**src/rtl/core/crc8fd_pkg.sv**
```systemverilog
// Shared types, constants and the CRC-8 byte update for the frame decoder.
// No dependencies; every module of the decoder imports this package.
package crc8fd_pkg;

	localparam int unsigned ADDR_W = 4;
	localparam int unsigned DATA_W = 32;

	localparam logic [7:0] CRC_POLY   = 8'h07;
	localparam logic [7:0] CRC_TOPBIT = 8'h80;

	localparam logic [7:0]  SYNC_RESET   = 8'hA5;
	localparam logic [7:0]  TYPE_A_RESET = 8'h01;
	localparam logic [7:0]  TYPE_B_RESET = 8'h02;
	localparam logic [15:0] MAX_PL_RESET = 16'd1024;

	typedef enum logic [1:0] {
		REG_SYNC_BYTE     = 2'd0,
		REG_TYPE_A        = 2'd1,
		REG_TYPE_B        = 2'd2,
		REG_PAYLOAD_LIMIT = 2'd3
	} reg_idx_t;

	typedef enum logic [2:0] {
		ST_IGNORED = 3'd0,
		ST_HEADER  = 3'd1,
		ST_PAYLOAD = 3'd2,
		ST_GOOD    = 3'd3,
		ST_CRCBAD  = 3'd4,
		ST_TYPEREJ = 3'd5,
		ST_LENREJ  = 3'd6
	} status_t;

	typedef struct packed {
		logic [7:0]  sync_byte;
		logic [7:0]  accepted_type_a;
		logic [7:0]  accepted_type_b;
		logic [15:0] payload_limit;
	} cfg_t;

	typedef struct packed {
		logic [7:0] data_byte;
	} in_word_t;

	typedef struct packed {
		status_t     status;
		logic        resynced;
		logic [7:0]  payload_byte;
		logic [15:0] payload_index;
		logic [7:0]  frame_type;
		logic [15:0] frame_length;
		logic [31:0] bad_count;
		logic [31:0] good_count;
	} out_word_t;

	typedef struct packed {
		logic       valid;
		logic [7:0] data_byte;
	} stage_t;

	function automatic logic [7:0] crc8_update(input logic [7:0] crc, input logic [7:0] b);
		logic [7:0] c;
		c = crc ^ b;
		for (int i = 0; i < 8; i++) begin
			if ((c & CRC_TOPBIT) != 8'd0) begin
				c = {c[6:0], 1'b0} ^ CRC_POLY;
			end else begin
				c = {c[6:0], 1'b0};
			end
		end
		return c;
	endfunction

endpackage

```
**src/rtl/core/crc8fd_cfg.sv**
```systemverilog
// APB-style configuration registers of the frame decoder.
// Depends on crc8fd_pkg for the register map and the configuration struct.
module crc8fd_cfg (
	input  logic                          clk,
	input  logic                          arst_n,
	input  logic                          psel,
	input  logic                          penable,
	input  logic                          pwrite,
	input  logic [crc8fd_pkg::ADDR_W-1:0] paddr,
	input  logic [crc8fd_pkg::DATA_W-1:0] pwdata,
	output logic [crc8fd_pkg::DATA_W-1:0] prdata,
	output logic                          pready,
	output crc8fd_pkg::cfg_t              cfg
);
	import crc8fd_pkg::*;

	cfg_t     cfg_q;
	reg_idx_t idx;
	logic     wr_en;

	assign pready = 1'b1;
	assign idx    = reg_idx_t'(paddr[ADDR_W-1:2]);
	assign wr_en  = psel && penable && pwrite && pready;
	assign cfg    = cfg_q;

	always_ff @(posedge clk or negedge arst_n) begin
		if (!arst_n) begin
			cfg_q.sync_byte       <= SYNC_RESET;
			cfg_q.accepted_type_a <= TYPE_A_RESET;
			cfg_q.accepted_type_b <= TYPE_B_RESET;
			cfg_q.payload_limit   <= MAX_PL_RESET;
		end else if (wr_en) begin
			unique case (idx)
				REG_SYNC_BYTE:     cfg_q.sync_byte       <= pwdata[7:0];
				REG_TYPE_A:        cfg_q.accepted_type_a <= pwdata[7:0];
				REG_TYPE_B:        cfg_q.accepted_type_b <= pwdata[7:0];
				REG_PAYLOAD_LIMIT: cfg_q.payload_limit   <= pwdata[15:0];
				default:           cfg_q.sync_byte       <= cfg_q.sync_byte;
			endcase
		end
	end

	always_comb begin
		unique case (idx)
			REG_SYNC_BYTE:     prdata = {24'd0, cfg_q.sync_byte};
			REG_TYPE_A:        prdata = {24'd0, cfg_q.accepted_type_a};
			REG_TYPE_B:        prdata = {24'd0, cfg_q.accepted_type_b};
			REG_PAYLOAD_LIMIT: prdata = {16'd0, cfg_q.payload_limit};
			default:           prdata = '0;
		endcase
	end

endmodule

```
**config.mk**
```make
export PLATFORM = sky130hd
export DESIGN_NAME = crc8fd_cfg
export DESIGN_NICKNAME = d
export VERILOG_FILES = /design/src/rtl/core/crc8fd_pkg.sv /design/src/rtl/core/crc8fd_cfg.sv
export SDC_FILE = /design/constraint.sdc
export NUM_CORES = 1
export LEC_CHECK = 0
export BUFFER_PORTS_ARGS = -buffer_cell sky130_fd_sc_hd__buf_2
export CORE_ASPECT_RATIO = 2
export CORE_MARGIN = 5
export CORE_UTILIZATION = 45
export CTS_BUF_LIST = sky130_fd_sc_hd__clkbuf_8
export DETAILED_ROUTE_END_ITERATION = 8
export PLACE_DENSITY = 0.82
export SYNTH_ARGS = -nofsm -noshare
export SYNTH_HDL_FRONTEND = slang
export SYNTH_SLANG_ARGS = --single-unit
```
**constraint.sdc**
```tcl
create_clock -name clk -period 1.5 [get_ports clk]
set_input_delay 0.3 -clock clk [delete_from_list [all_inputs] [get_ports clk]]
set_output_delay 0.3 -clock clk [all_outputs]
set_load 0.005 [all_outputs]
```
==> out/results.md <==
| Metric | Value | Unit |
|:---|:---|:---|
| Max-slew violation count | 0 | - |
| Clock root cell | clkbuf_8 | - |
| Static leakage power | 1.38 | nW |
| Initial antenna violation count | 0 | - |
| Commonest cells after routing, fill and taps aside | buf_2 (77), mux2_2 (40), buf_4 (34) | - |
| Max_cap viols | 0 | - |
| Min cycle time layout | 1620 | ps |
| Number of setup violations in the final report | 8 | - |
| Clk slew on worst S/H paths | 70 | ps |
| Worst path slowest cell | mux4_2 | - |
| Die height | 103 | µm |
| RSZ-0062 raised after global routing | true | - |
| Global-route wire length before repair | 7280 | µm |
| Standard cell core area | 4130 | µm² |
| Warnings from Yosys | 0 | - |
| FP Rows | 33 | - |
| Core Util, Final | 0.642 | - |
| Total Power | 3.43 | mW |
| Detailed Routing Iterations Pass 1 | 4 | - |
| Vias in the first global route | 1,509 | - |
| Number of unique standard cell types used by synthesis | 16 | - |
| Total global-route track usage | 0.165 | - |
| Post-layout instance area | 2650 | µm² |
| Avg WL per Cell | 16.2 | µm |
| Path category of the worst min-delay check | in2reg | - |
| Nets | 280 | - |
| Initial core utilization | 0.467 | - |
| Critical-path maximum fanout | 2 | - |
| Violation count after the first detailed-route iteration | 15 | - |
| Type of destination of the critical path | output port | - |
| Flip-flop count of the largest register after layout | 40 | - |
| Avg Vias per Cell | 4.83 | - |
| Placed cell count | 263 | - |
| Crit Path Class | reg2out | - |
| Period utilization | 1.08 | - |
| PD cells | 1300 | nW/µm² |
| Arrival @ worst endpoint | 1320 | ps |
| Most common cell after layout, fill and taps aside | buf_2 | - |
| Synthesized flop and latch total | 40 | - |
| Setup slack after layout | -121 | ps |
| Critical path, cell by cell | mux4_2 -> buf_2 | - |
| Fraction of final layout cells sized beyond drive strength 1 | 0.742 | - |
| Grt total ovfl | 0 | - |
| Synthesized netlist cell count | 127 | - |
| Startpoint type of the worst setup path | flop | - |
| Area growth from synthesis to layout | 37.5 | % |
| TritonCTS Sinks | 40 | - |
| Number of I/O port buffers | 78 | - |
| Status | finished, violations left | - |
| TritonCTS clock tree | built | - |
| Post-synthesis sequential area ratio | 0.524 | - |
| Remaining antenna violation count after routing | 0 | - |
| Area of the mapped netlist | 1930 | µm² |
| Total via count after detailed routing | 1,411 | - |
| Maximum level of the CTS H-tree | 2 | - |
| Remaining design rule violation count | 0 | - |
| Peak clock frequency supported by timing | 617 | MHz |
| Final number of hold-violating endpoints | 0 | - |
| Diode count | 0 | - |
| Pin count of the biggest net entering global routing | 41 | - |
| Total Die Area | 5770 | µm² |
| Clk Latency, worst-skew pair | 280 | ps |
| HPWL after DPL | 3510 | µm |
| Total placed instance area | 2380 | µm² |
| Die boundary width | 56.3 | µm |
| Placement Setup Slack | -209 | ps |
| Total Routed Length | 4730 | µm |
| Bufs on Longest Clock Path | 2 | - |
| Violated checks | setup timing | - |
| Top-Level Pins | 114 | - |
| Cell Count, Final, Fillers Out | 292 | - |
| Critical Path Max Stage Delay | 500 | ps |
| Skew final | 0 | ps |
| Post-synthesis area per instance | 15.2 | µm² |
| Placer's final routability congestion estimate | 0.751 | - |
| Required time reported for the critical path endpoint | 1200 | ps |
| Number of buffers added by the clock tree synthesis step | 5 | - |
| Worst ir drop on vdd | 0.00135 | V |
-- report_power, final --
part / switching, mW / leakage, nW / internal [mW]
clock network: 0.352 / 0.0593 / 0.487
logic: 0.394 / 0.845 / 0.681
registers: 0.158 / 0.478 / 1.36
total: 0.903 / 1.38 / 2.53
-- area by class of cell --
type                    count  area [µm²]
clock inverters             3        38.8
repair buffers            113         671
well taps                  52        65.1
clock buffers               5        68.8
fillers                   333        1480
multi-input cells          79         796
flip-flops and latches     40        1010
-- stage by stage --
stage               hold slack [ps]  TNS, ps
floorplan                      4.41        0
global placement                279    -4720
detailed placement              284    -5490
CTS                             230     -674
global route                    238     -939
finish                          240     -611
-- cells in the mapped netlist --
cell,n,area (µm²)
conb_1,2,7.51
and3_1,8,50.1
mux2_2,40,450
buf_2,1,5.00
nor2_2,1,6.26
nor3_2,1,10.0
dfstp_2,7,184
nand2_1,1,3.75
buf_6,3,33.8
nor3b_2,1,12.5
buf_4,18,135
dfrtp_1,33,826
mux4_2,8,180
nand3_2,1,10.0
or3b_1,1,8.76
clkbuf_1,1,3.75
-- what timing repair did --
| action | in CTS | in global routing |
|---|---|---|
| hold buffers | 1 | 0 |
| gates resized for setup | 1 | 0 |
| cloned | 0 | 0 |
| setup endpoints to repair | 8 | 8 |
| hold endpoints to repair | 33 | 0 |
| pin swaps | 0 | 0 |
| setup buffers | 17 | 3 |
-- logic make-up after synthesis --
kind of cell | after synthesis | share of synthesized area
buffers and inverters | 23 | 0.0922
muxes | 48 | 0.327
DFF | 40 | 0.524
and+or+nand+nor | 14 | 0.0526
other | 2 | 0.00390
-- routing by layer --
metal | global-route usage | up-vias | wire (µm)
met5 | 0 | - | 0
met4 | 0.0658 | 0 | 61
met3 | 0.0501 | 4 | 399
met2 | 0.306 | 70 | 2640
met1 | 0.173 | 691 | 1630
li1 | - | 646 | -
-- final timing paths --
path                             endpoint  startpoint  cells after the start  slack, ps
worst max-delay path            prdata[1]      cfg[1]                      2       -120
worst min-delay path              cfg[10]  pwdata[10]                      2        240
worst max register to register     cfg[0]      cfg[0]                      3        490
worst min register to register    cfg[12]     cfg[12]                      1        530
max in group asynchronous         cfg[17]      arst_n                      3        710
min in group asynchronous         cfg[36]      arst_n                      3        520
-- critical path: cells and delay by family (launching register included) --
family | cells | cell delay [ps]
buf+inv | 1 | 150
mux | 1 | 500
flops | 1 | 390
Note: power is estimated with default switching activity, not from simulation.
