[src/rtl/core/crc8fd_pkg.sv]
// Shared types, constants and the CRC-8 byte update for the frame decoder.
// No dependencies; every module of the decoder imports this package.
package crc8fd_pkg;

	localparam int unsigned ADDR_W = 4;
	localparam int unsigned DATA_W = 32;

	localparam logic [7:0] CRC_POLY   = 8'h07;
	localparam logic [7:0] CRC_TOPBIT = 8'h80;

	localparam logic [7:0]  SYNC_RESET   = 8'hA5;
	localparam logic [7:0]  TYPE_A_RESET = 8'h01;
	localparam logic [7:0]  TYPE_B_RESET = 8'h02;
	localparam logic [15:0] MAX_PL_RESET = 16'd1024;

	typedef enum logic [1:0] {
		REG_SYNC_BYTE     = 2'd0,
		REG_TYPE_A        = 2'd1,
		REG_TYPE_B        = 2'd2,
		REG_PAYLOAD_LIMIT = 2'd3
	} reg_idx_t;

	typedef enum logic [2:0] {
		ST_IGNORED = 3'd0,
		ST_HEADER  = 3'd1,
		ST_PAYLOAD = 3'd2,
		ST_GOOD    = 3'd3,
		ST_CRCBAD  = 3'd4,
		ST_TYPEREJ = 3'd5,
		ST_LENREJ  = 3'd6
	} status_t;

	typedef struct packed {
		logic [7:0]  sync_byte;
		logic [7:0]  accepted_type_a;
		logic [7:0]  accepted_type_b;
		logic [15:0] payload_limit;
	} cfg_t;

	typedef struct packed {
		logic [7:0] data_byte;
	} in_word_t;

	typedef struct packed {
		status_t     status;
		logic        resynced;
		logic [7:0]  payload_byte;
		logic [15:0] payload_index;
		logic [7:0]  frame_type;
		logic [15:0] frame_length;
		logic [31:0] bad_count;
		logic [31:0] good_count;
	} out_word_t;

	typedef struct packed {
		logic       valid;
		logic [7:0] data_byte;
	} stage_t;

	function automatic logic [7:0] crc8_update(input logic [7:0] crc, input logic [7:0] b);
		logic [7:0] c;
		c = crc ^ b;
		for (int i = 0; i < 8; i++) begin
			if ((c & CRC_TOPBIT) != 8'd0) begin
				c = {c[6:0], 1'b0} ^ CRC_POLY;
			end else begin
				c = {c[6:0], 1'b0};
			end
		end
		return c;
	endfunction

endpackage

[src/rtl/core/crc8fd_stream_if.sv]
// Valid/ready stream channel carrying one word of a given payload type.
// Depends on nothing; the payload type comes from crc8fd_pkg at instantiation.
interface crc8fd_stream_if #(
	parameter type payload_t = logic [7:0]
);
	logic     valid;
	logic     ready;
	payload_t data;

	modport source (output valid, output data, input ready);
	modport sink (input valid, input data, output ready);
endinterface

[src/rtl/core/crc8fd_core.sv]
// Frame parser state, CRC accumulation, counters and the result register.
// Depends on crc8fd_pkg and crc8fd_stream_if.
module crc8fd_core (
	input  logic               clk,
	input  logic               arst_n,
	input  crc8fd_pkg::cfg_t   cfg,
	input  crc8fd_pkg::stage_t stage,
	output logic               advance,
	crc8fd_stream_if.source    res
);
	import crc8fd_pkg::*;

	typedef enum logic [2:0] {
		PH_HUNT,
		PH_TYPE,
		PH_LEN0,
		PH_LEN1,
		PH_PAYLOAD,
		PH_CRC
	} phase_t;

	phase_t      phase_q, phase_d;
	logic [7:0]  type_q, type_d;
	logic [15:0] len_q, len_d;
	logic [15:0] rcvd_q, rcvd_d;
	logic [7:0]  crc_q, crc_d;
	logic [31:0] bad_q, bad_d;
	logic [31:0] good_q, good_d;
	logic        out_valid_q;
	out_word_t   result_q, result_d;

	logic [7:0]  b;
	logic [15:0] new_len;
	logic [15:0] rcvd_inc;
	logic        is_sync;
	logic [7:0]  crc_base;
	logic [7:0]  crc_next;

	assign advance   = stage.valid && (!out_valid_q || res.ready);
	assign res.valid = out_valid_q;
	assign res.data  = result_q;

	assign b        = stage.data_byte;
	assign is_sync  = (b == cfg.sync_byte);
	assign new_len  = {b, len_q[7:0]};
	assign rcvd_inc = rcvd_q + 16'd1;
	assign crc_base = (phase_q == PH_TYPE) ? 8'd0 : crc_q;
	assign crc_next = crc8_update(crc_base, b);

	always_comb begin
		phase_d  = phase_q;
		type_d   = type_q;
		len_d    = len_q;
		rcvd_d   = rcvd_q;
		crc_d    = crc_q;
		bad_d    = bad_q;
		good_d   = good_q;
		result_d = '0;
		result_d.status = ST_IGNORED;
		unique case (phase_q)
			PH_HUNT: begin
				phase_d         = is_sync ? PH_TYPE : PH_HUNT;
				result_d.status = is_sync ? ST_HEADER : ST_IGNORED;
			end
			PH_TYPE: begin
				if (b != cfg.accepted_type_a && b != cfg.accepted_type_b) begin
					bad_d             = bad_q + 32'd1;
					result_d.status   = ST_TYPEREJ;
					result_d.resynced = is_sync;
					phase_d           = is_sync ? PH_TYPE : PH_HUNT;
				end else begin
					type_d          = b;
					crc_d           = crc_next;
					phase_d         = PH_LEN0;
					result_d.status = ST_HEADER;
				end
			end
			PH_LEN0: begin
				len_d           = {8'd0, b};
				crc_d           = crc_next;
				phase_d         = PH_LEN1;
				result_d.status = ST_HEADER;
			end
			PH_LEN1: begin
				len_d = new_len;
				if (new_len > cfg.payload_limit) begin
					bad_d             = bad_q + 32'd1;
					result_d.status   = ST_LENREJ;
					result_d.resynced = is_sync;
					phase_d           = is_sync ? PH_TYPE : PH_HUNT;
				end else begin
					crc_d           = crc_next;
					rcvd_d          = 16'd0;
					phase_d         = (new_len != 16'd0) ? PH_PAYLOAD : PH_CRC;
					result_d.status = ST_HEADER;
				end
			end
			PH_PAYLOAD: begin
				result_d.payload_byte  = b;
				result_d.payload_index = rcvd_q;
				rcvd_d                 = rcvd_inc;
				crc_d                  = crc_next;
				if (rcvd_inc == len_q) begin
					phase_d = PH_CRC;
				end
				result_d.status = ST_PAYLOAD;
			end
			PH_CRC: begin
				phase_d = PH_HUNT;
				if (b != crc_q) begin
					bad_d           = bad_q + 32'd1;
					result_d.status = ST_CRCBAD;
				end else begin
					good_d          = good_q + 32'd1;
					result_d.status = ST_GOOD;
				end
			end
			default: begin
				phase_d = PH_HUNT;
			end
		endcase
		result_d.frame_type   = type_d;
		result_d.frame_length = len_d;
		result_d.bad_count    = bad_d;
		result_d.good_count   = good_d;
	end

	always_ff @(posedge clk or negedge arst_n) begin
		if (!arst_n) begin
			phase_q     <= PH_HUNT;
			type_q      <= 8'd0;
			len_q       <= 16'd0;
			rcvd_q      <= 16'd0;
			crc_q       <= 8'd0;
			bad_q       <= 32'd0;
			good_q      <= 32'd0;
			out_valid_q <= 1'b0;
			result_q    <= '0;
		end else if (advance) begin
			phase_q     <= phase_d;
			type_q      <= type_d;
			len_q       <= len_d;
			rcvd_q      <= rcvd_d;
			crc_q       <= crc_d;
			bad_q       <= bad_d;
			good_q      <= good_d;
			out_valid_q <= 1'b1;
			result_q    <= result_d;
		end else if (res.ready) begin
			out_valid_q <= 1'b0;
		end
	end

endmodule

[src/flat_wrapper.sv]
// flat-port wrapper written by rule: the top's interface ports become plain ports
module crc8fd_core_flat import crc8fd_pkg::*;
  (clk, arst_n, cfg, stage, advance, res_valid, res_data, res_ready);
  crc8fd_stream_if res_i ();
  input  logic clk;
  input  logic arst_n;
  input  crc8fd_pkg::cfg_t cfg;
  input  crc8fd_pkg::stage_t stage;
  output logic advance;
  output wire logic [$bits(res_i.valid)-1:0] res_valid;
  output wire logic [$bits(res_i.data)-1:0] res_data;
  input wire logic [$bits(res_i.ready)-1:0] res_ready;
  assign res_valid = res_i.valid;
  assign res_data = res_i.data;
  assign res_i.ready = res_ready;
  crc8fd_core u_core (.clk(clk), .arst_n(arst_n), .cfg(cfg), .stage(stage), .advance(advance), .res(res_i));
endmodule
[config.mk]
export PLATFORM = sky130hd
export DESIGN_NAME = crc8fd_core_flat
export DESIGN_NICKNAME = d
export VERILOG_FILES = /design/src/rtl/core/crc8fd_pkg.sv /design/src/rtl/core/crc8fd_stream_if.sv /design/src/rtl/core/crc8fd_core.sv /design/src/flat_wrapper.sv
export SDC_FILE = /design/constraint.sdc
export NUM_CORES = 1
export LEC_CHECK = 0
export BUFFER_PORTS_ARGS = -buffer_cell sky130_fd_sc_hd__buf_2
export CORE_MARGIN = 3
export CORE_UTILIZATION = 60
export CTS_BUF_LIST = sky130_fd_sc_hd__clkbuf_4 sky130_fd_sc_hd__clkbuf_8
export CTS_CLUSTER_DIAMETER = 30
export DETAILED_ROUTE_END_ITERATION = 16
export PLACE_DENSITY = 0.82
export SLEW_MARGIN = 10
export SYNTH_ARGS = -nofsm -noshare
export SYNTH_HDL_FRONTEND = slang
export SYNTH_SLANG_ARGS = --single-unit
[constraint.sdc]
create_clock -name clk -period 2.7 [get_ports clk]
set_input_delay 0.405 -clock clk [delete_from_list [all_inputs] [get_ports clk]]
set_output_delay 0.405 -clock clk [all_outputs]
set_load 0.1 [all_outputs]
==> run summary <==
number of diodes: 0
Yosys reg bits: 52
Starting Density: 63.0%
DR WL met3: 484 um
TritonCTS buffer count: 5
worst hold path type: in2async
CTS clk-pin slew, worst paths: 0.10 ns
sequential element share of the synthesized area: 32.0%
io pins: 62
area delta synth->final: 13.8%
total power: 0.00388 W
Clock Latency Late Sink: 0.31 ns
Yosys cell types: 55
Reg2Reg Capture Point: u_core.phase_q[0]$_DFFE_PN0P_
number of synthesized flops with an enable pin: 0
Worst VDD drop: 0.000667 V
PD cells: 839 nW/um^2
Synth Net Count: 534
Die Y: 88.3 um
ANT nets after route: 0
DIE WIDTH: 88.3 um
met2 wire length: 4870 um
unrepaired setup endpoints after global routing: false
MaxCap Viol Count: 0
achievable frequency: 0.403 GHz
Max Used Layer: met4
Layout Cells excl Fill: 608
CP Capture Type: flop
# placed instances: 600
Rows: 29
cell area after synthesis: 4070 um^2
Critical Path RT: 2.93 ns
core box area: 6460 um^2
DRC viols: 0
GP Congestion: 0.950
crit path max fanout: 8
# nets final: 600
layout cells sized above 1: 21.7%
Clock Skew: 0.00902 ns
first-pass GRT wire length: 16300 um
DP Wirelength: 7460 um
max_slew headroom: 36.2%
pin count of the biggest net entering global routing: 43
die area: 7800 um^2
total wire length: 9610 um
Initial DRC Count: 161
initial antenna violation count: 0
number of iterations in the first detailed-routing pass: 5
Pleak: 2.06 nW
via count: 3531
CTS H-tree lvls: 2
leading cell type in the layout, fill and taps excluded: xnor2_1
Clock Sinks: 52
Post-Syn Instances: 464
setup TNS: 0 ns
Worst-Margin Slew: 0.957 ns
reg-to-reg setup timing slack: 0.22 ns
reg2reg start: u_core.rcvd_q[1]$_DFFE_PN0P_
Longest Clk Path Bufs: 2
Met1 Wirelength: 4140 um
Pins Over Slew Limit: 0
post-CTS setup buffers: 0
GRT Total Usage: 26.4%
via/cell ratio: 5.81
syn avg cell area: 8.77 um^2
dominant synthesized flop cell: dfrtp_1
Finish-stage setup viols: 0
CP startpoint kind: flop
worst reg-to-reg path cell count: 8
wire length per cell: 15.8 um
most frequent cells in the layout: xnor2_1 (65), buf_2 (61), dfrtp_1 (51), nand2_1 (40), nor2_1 (33)
IO buf count: 61
gr ovfl total: 0
final hold vios: 0
minimum clock period after layout: 2.48 ns
YS warnings: 0
Final period util: 91.8%
PostCTS Resize Cnt: 0
root buffer cell: clkbuf_8
CP Class: reg2reg
vias in the first global route: 3492
CTS tree: built
final core occ: 71.7%
Setup crit start: u_core.rcvd_q[1]$_DFFE_PN0P_
Post-synth ARST share: 100%
Fin Hold WS: 0.243 ns
Post-CTS Hold Fix Bufs: 0
data arrival time of the worst path: 2.70 ns
Critical path destination: u_core.phase_q[0]$_DFFE_PN0P_
status: finished, final reports clean
==> metrics by stage <==
step                      cell area, um^2  worst slack, ns
after floorplan                      4080           0.0964
after detailed placement             4530           0.0855
after CTS                            4630            0.154
after global routing                 4630           0.0502
final                                4630            0.221
after global placement               4530            0.191
==> state kept, by name, summed over array words and instances (netlist names) <==
name              cells
u_core.res.data       8
u_core.len_q         16
u_core.phase_q        3
u_core.rcvd_q        16
u_core.res.valid      1
u_core.crc_q          8
==> cell type report <==
| type | count | area, um^2 |
|---|---|---|
| inverter | 27 | 105 |
| clock buffer | 7 | 90.1 |
| multi-input combinational | 360 | 2550 |
| timing repair buffer | 84 | 478 |
| sequential | 52 | 1310 |
| fill | 478 | 1830 |
| tap | 77 | 96.3 |
| clock inverter | 1 | 8.76 |
==> critical path, stage by stage (launching register included) <==
cell and delay [ns]:
dfrtp_1 0.44, ha_1 0.37, nand3_4 0.13, nor3_4 0.28, xnor2_1 0.10, or4_1 0.53, nor4_2 0.14, a41oi_1 0.19
o31ai_2 0.22
==> Yosys cell counts (10+ instances only) <==
master	n	area share [%]
xor2_1	20	4.3
mux2_2	10	2.8
nor2_1	33	3.0
mux2i_1	10	2.5
nand4_1	16	2.5
ha_1	18	5.5
xnor2_1	65	14
nor4_1	10	1.5
inv_1	27	2.5
nand3_1	24	3.0
buf_2	13	1.6
dfrtp_1	52	32
a21oi_1	26	3.2
o21ai_0	17	2.1
nand2_1	40	3.7
==> how the worst min path moves through the flow <==
| stage | endpoint | slack (ns) | depth (start not counted) |
|---|---|---|---|
| 3_5_place_dp | u_core.res.data[7]$_DFFE_PN0P_ | 0.46 | 1 |
| 2_1_floorplan | u_core.crc_q[0]$_DFFE_PN0P_ | 0.11 | 0 |
| 3_3_place_gp | u_core.res.data[7]$_DFFE_PN0P_ | 0.46 | 1 |
| 5_1_grt | u_core.rcvd_q[12]$_DFFE_PN0P_ | 0.31 | 1 |
| 4_1_cts | u_core.rcvd_q[8]$_DFFE_PN0P_ | 0.28 | 1 |
| 6_report | u_core.rcvd_q[8]$_DFFE_PN0P_ | 0.24 | 1 |
==> metal layers <==
layer	GRT usage [%]	up-vias
met5	0	-
li1	-	1747
met2	46.2	117
met4	7.28	0
met3	3.54	11
met1	34.2	1656
==> logic make-up after synthesis <==
logic type,Yosys count,synth area share (%)
simple gates,160,21.0
fa+ha+maj,18,5.54
mux,23,6.06
flops,52,32.0
compound gates,73,11.3
xor+xnor,86,18.7
buf+inv,52,5.48
==> report_power, final <==
part           internal [W]  total, W  switching [W]
sequential          0.00103   0.00137       0.000334
combinational       0.00101   0.00203        0.00102
clock              0.000221  0.000488       0.000267
total               0.00226   0.00388        0.00162
Note: power is estimated with default switching activity, not from simulation.
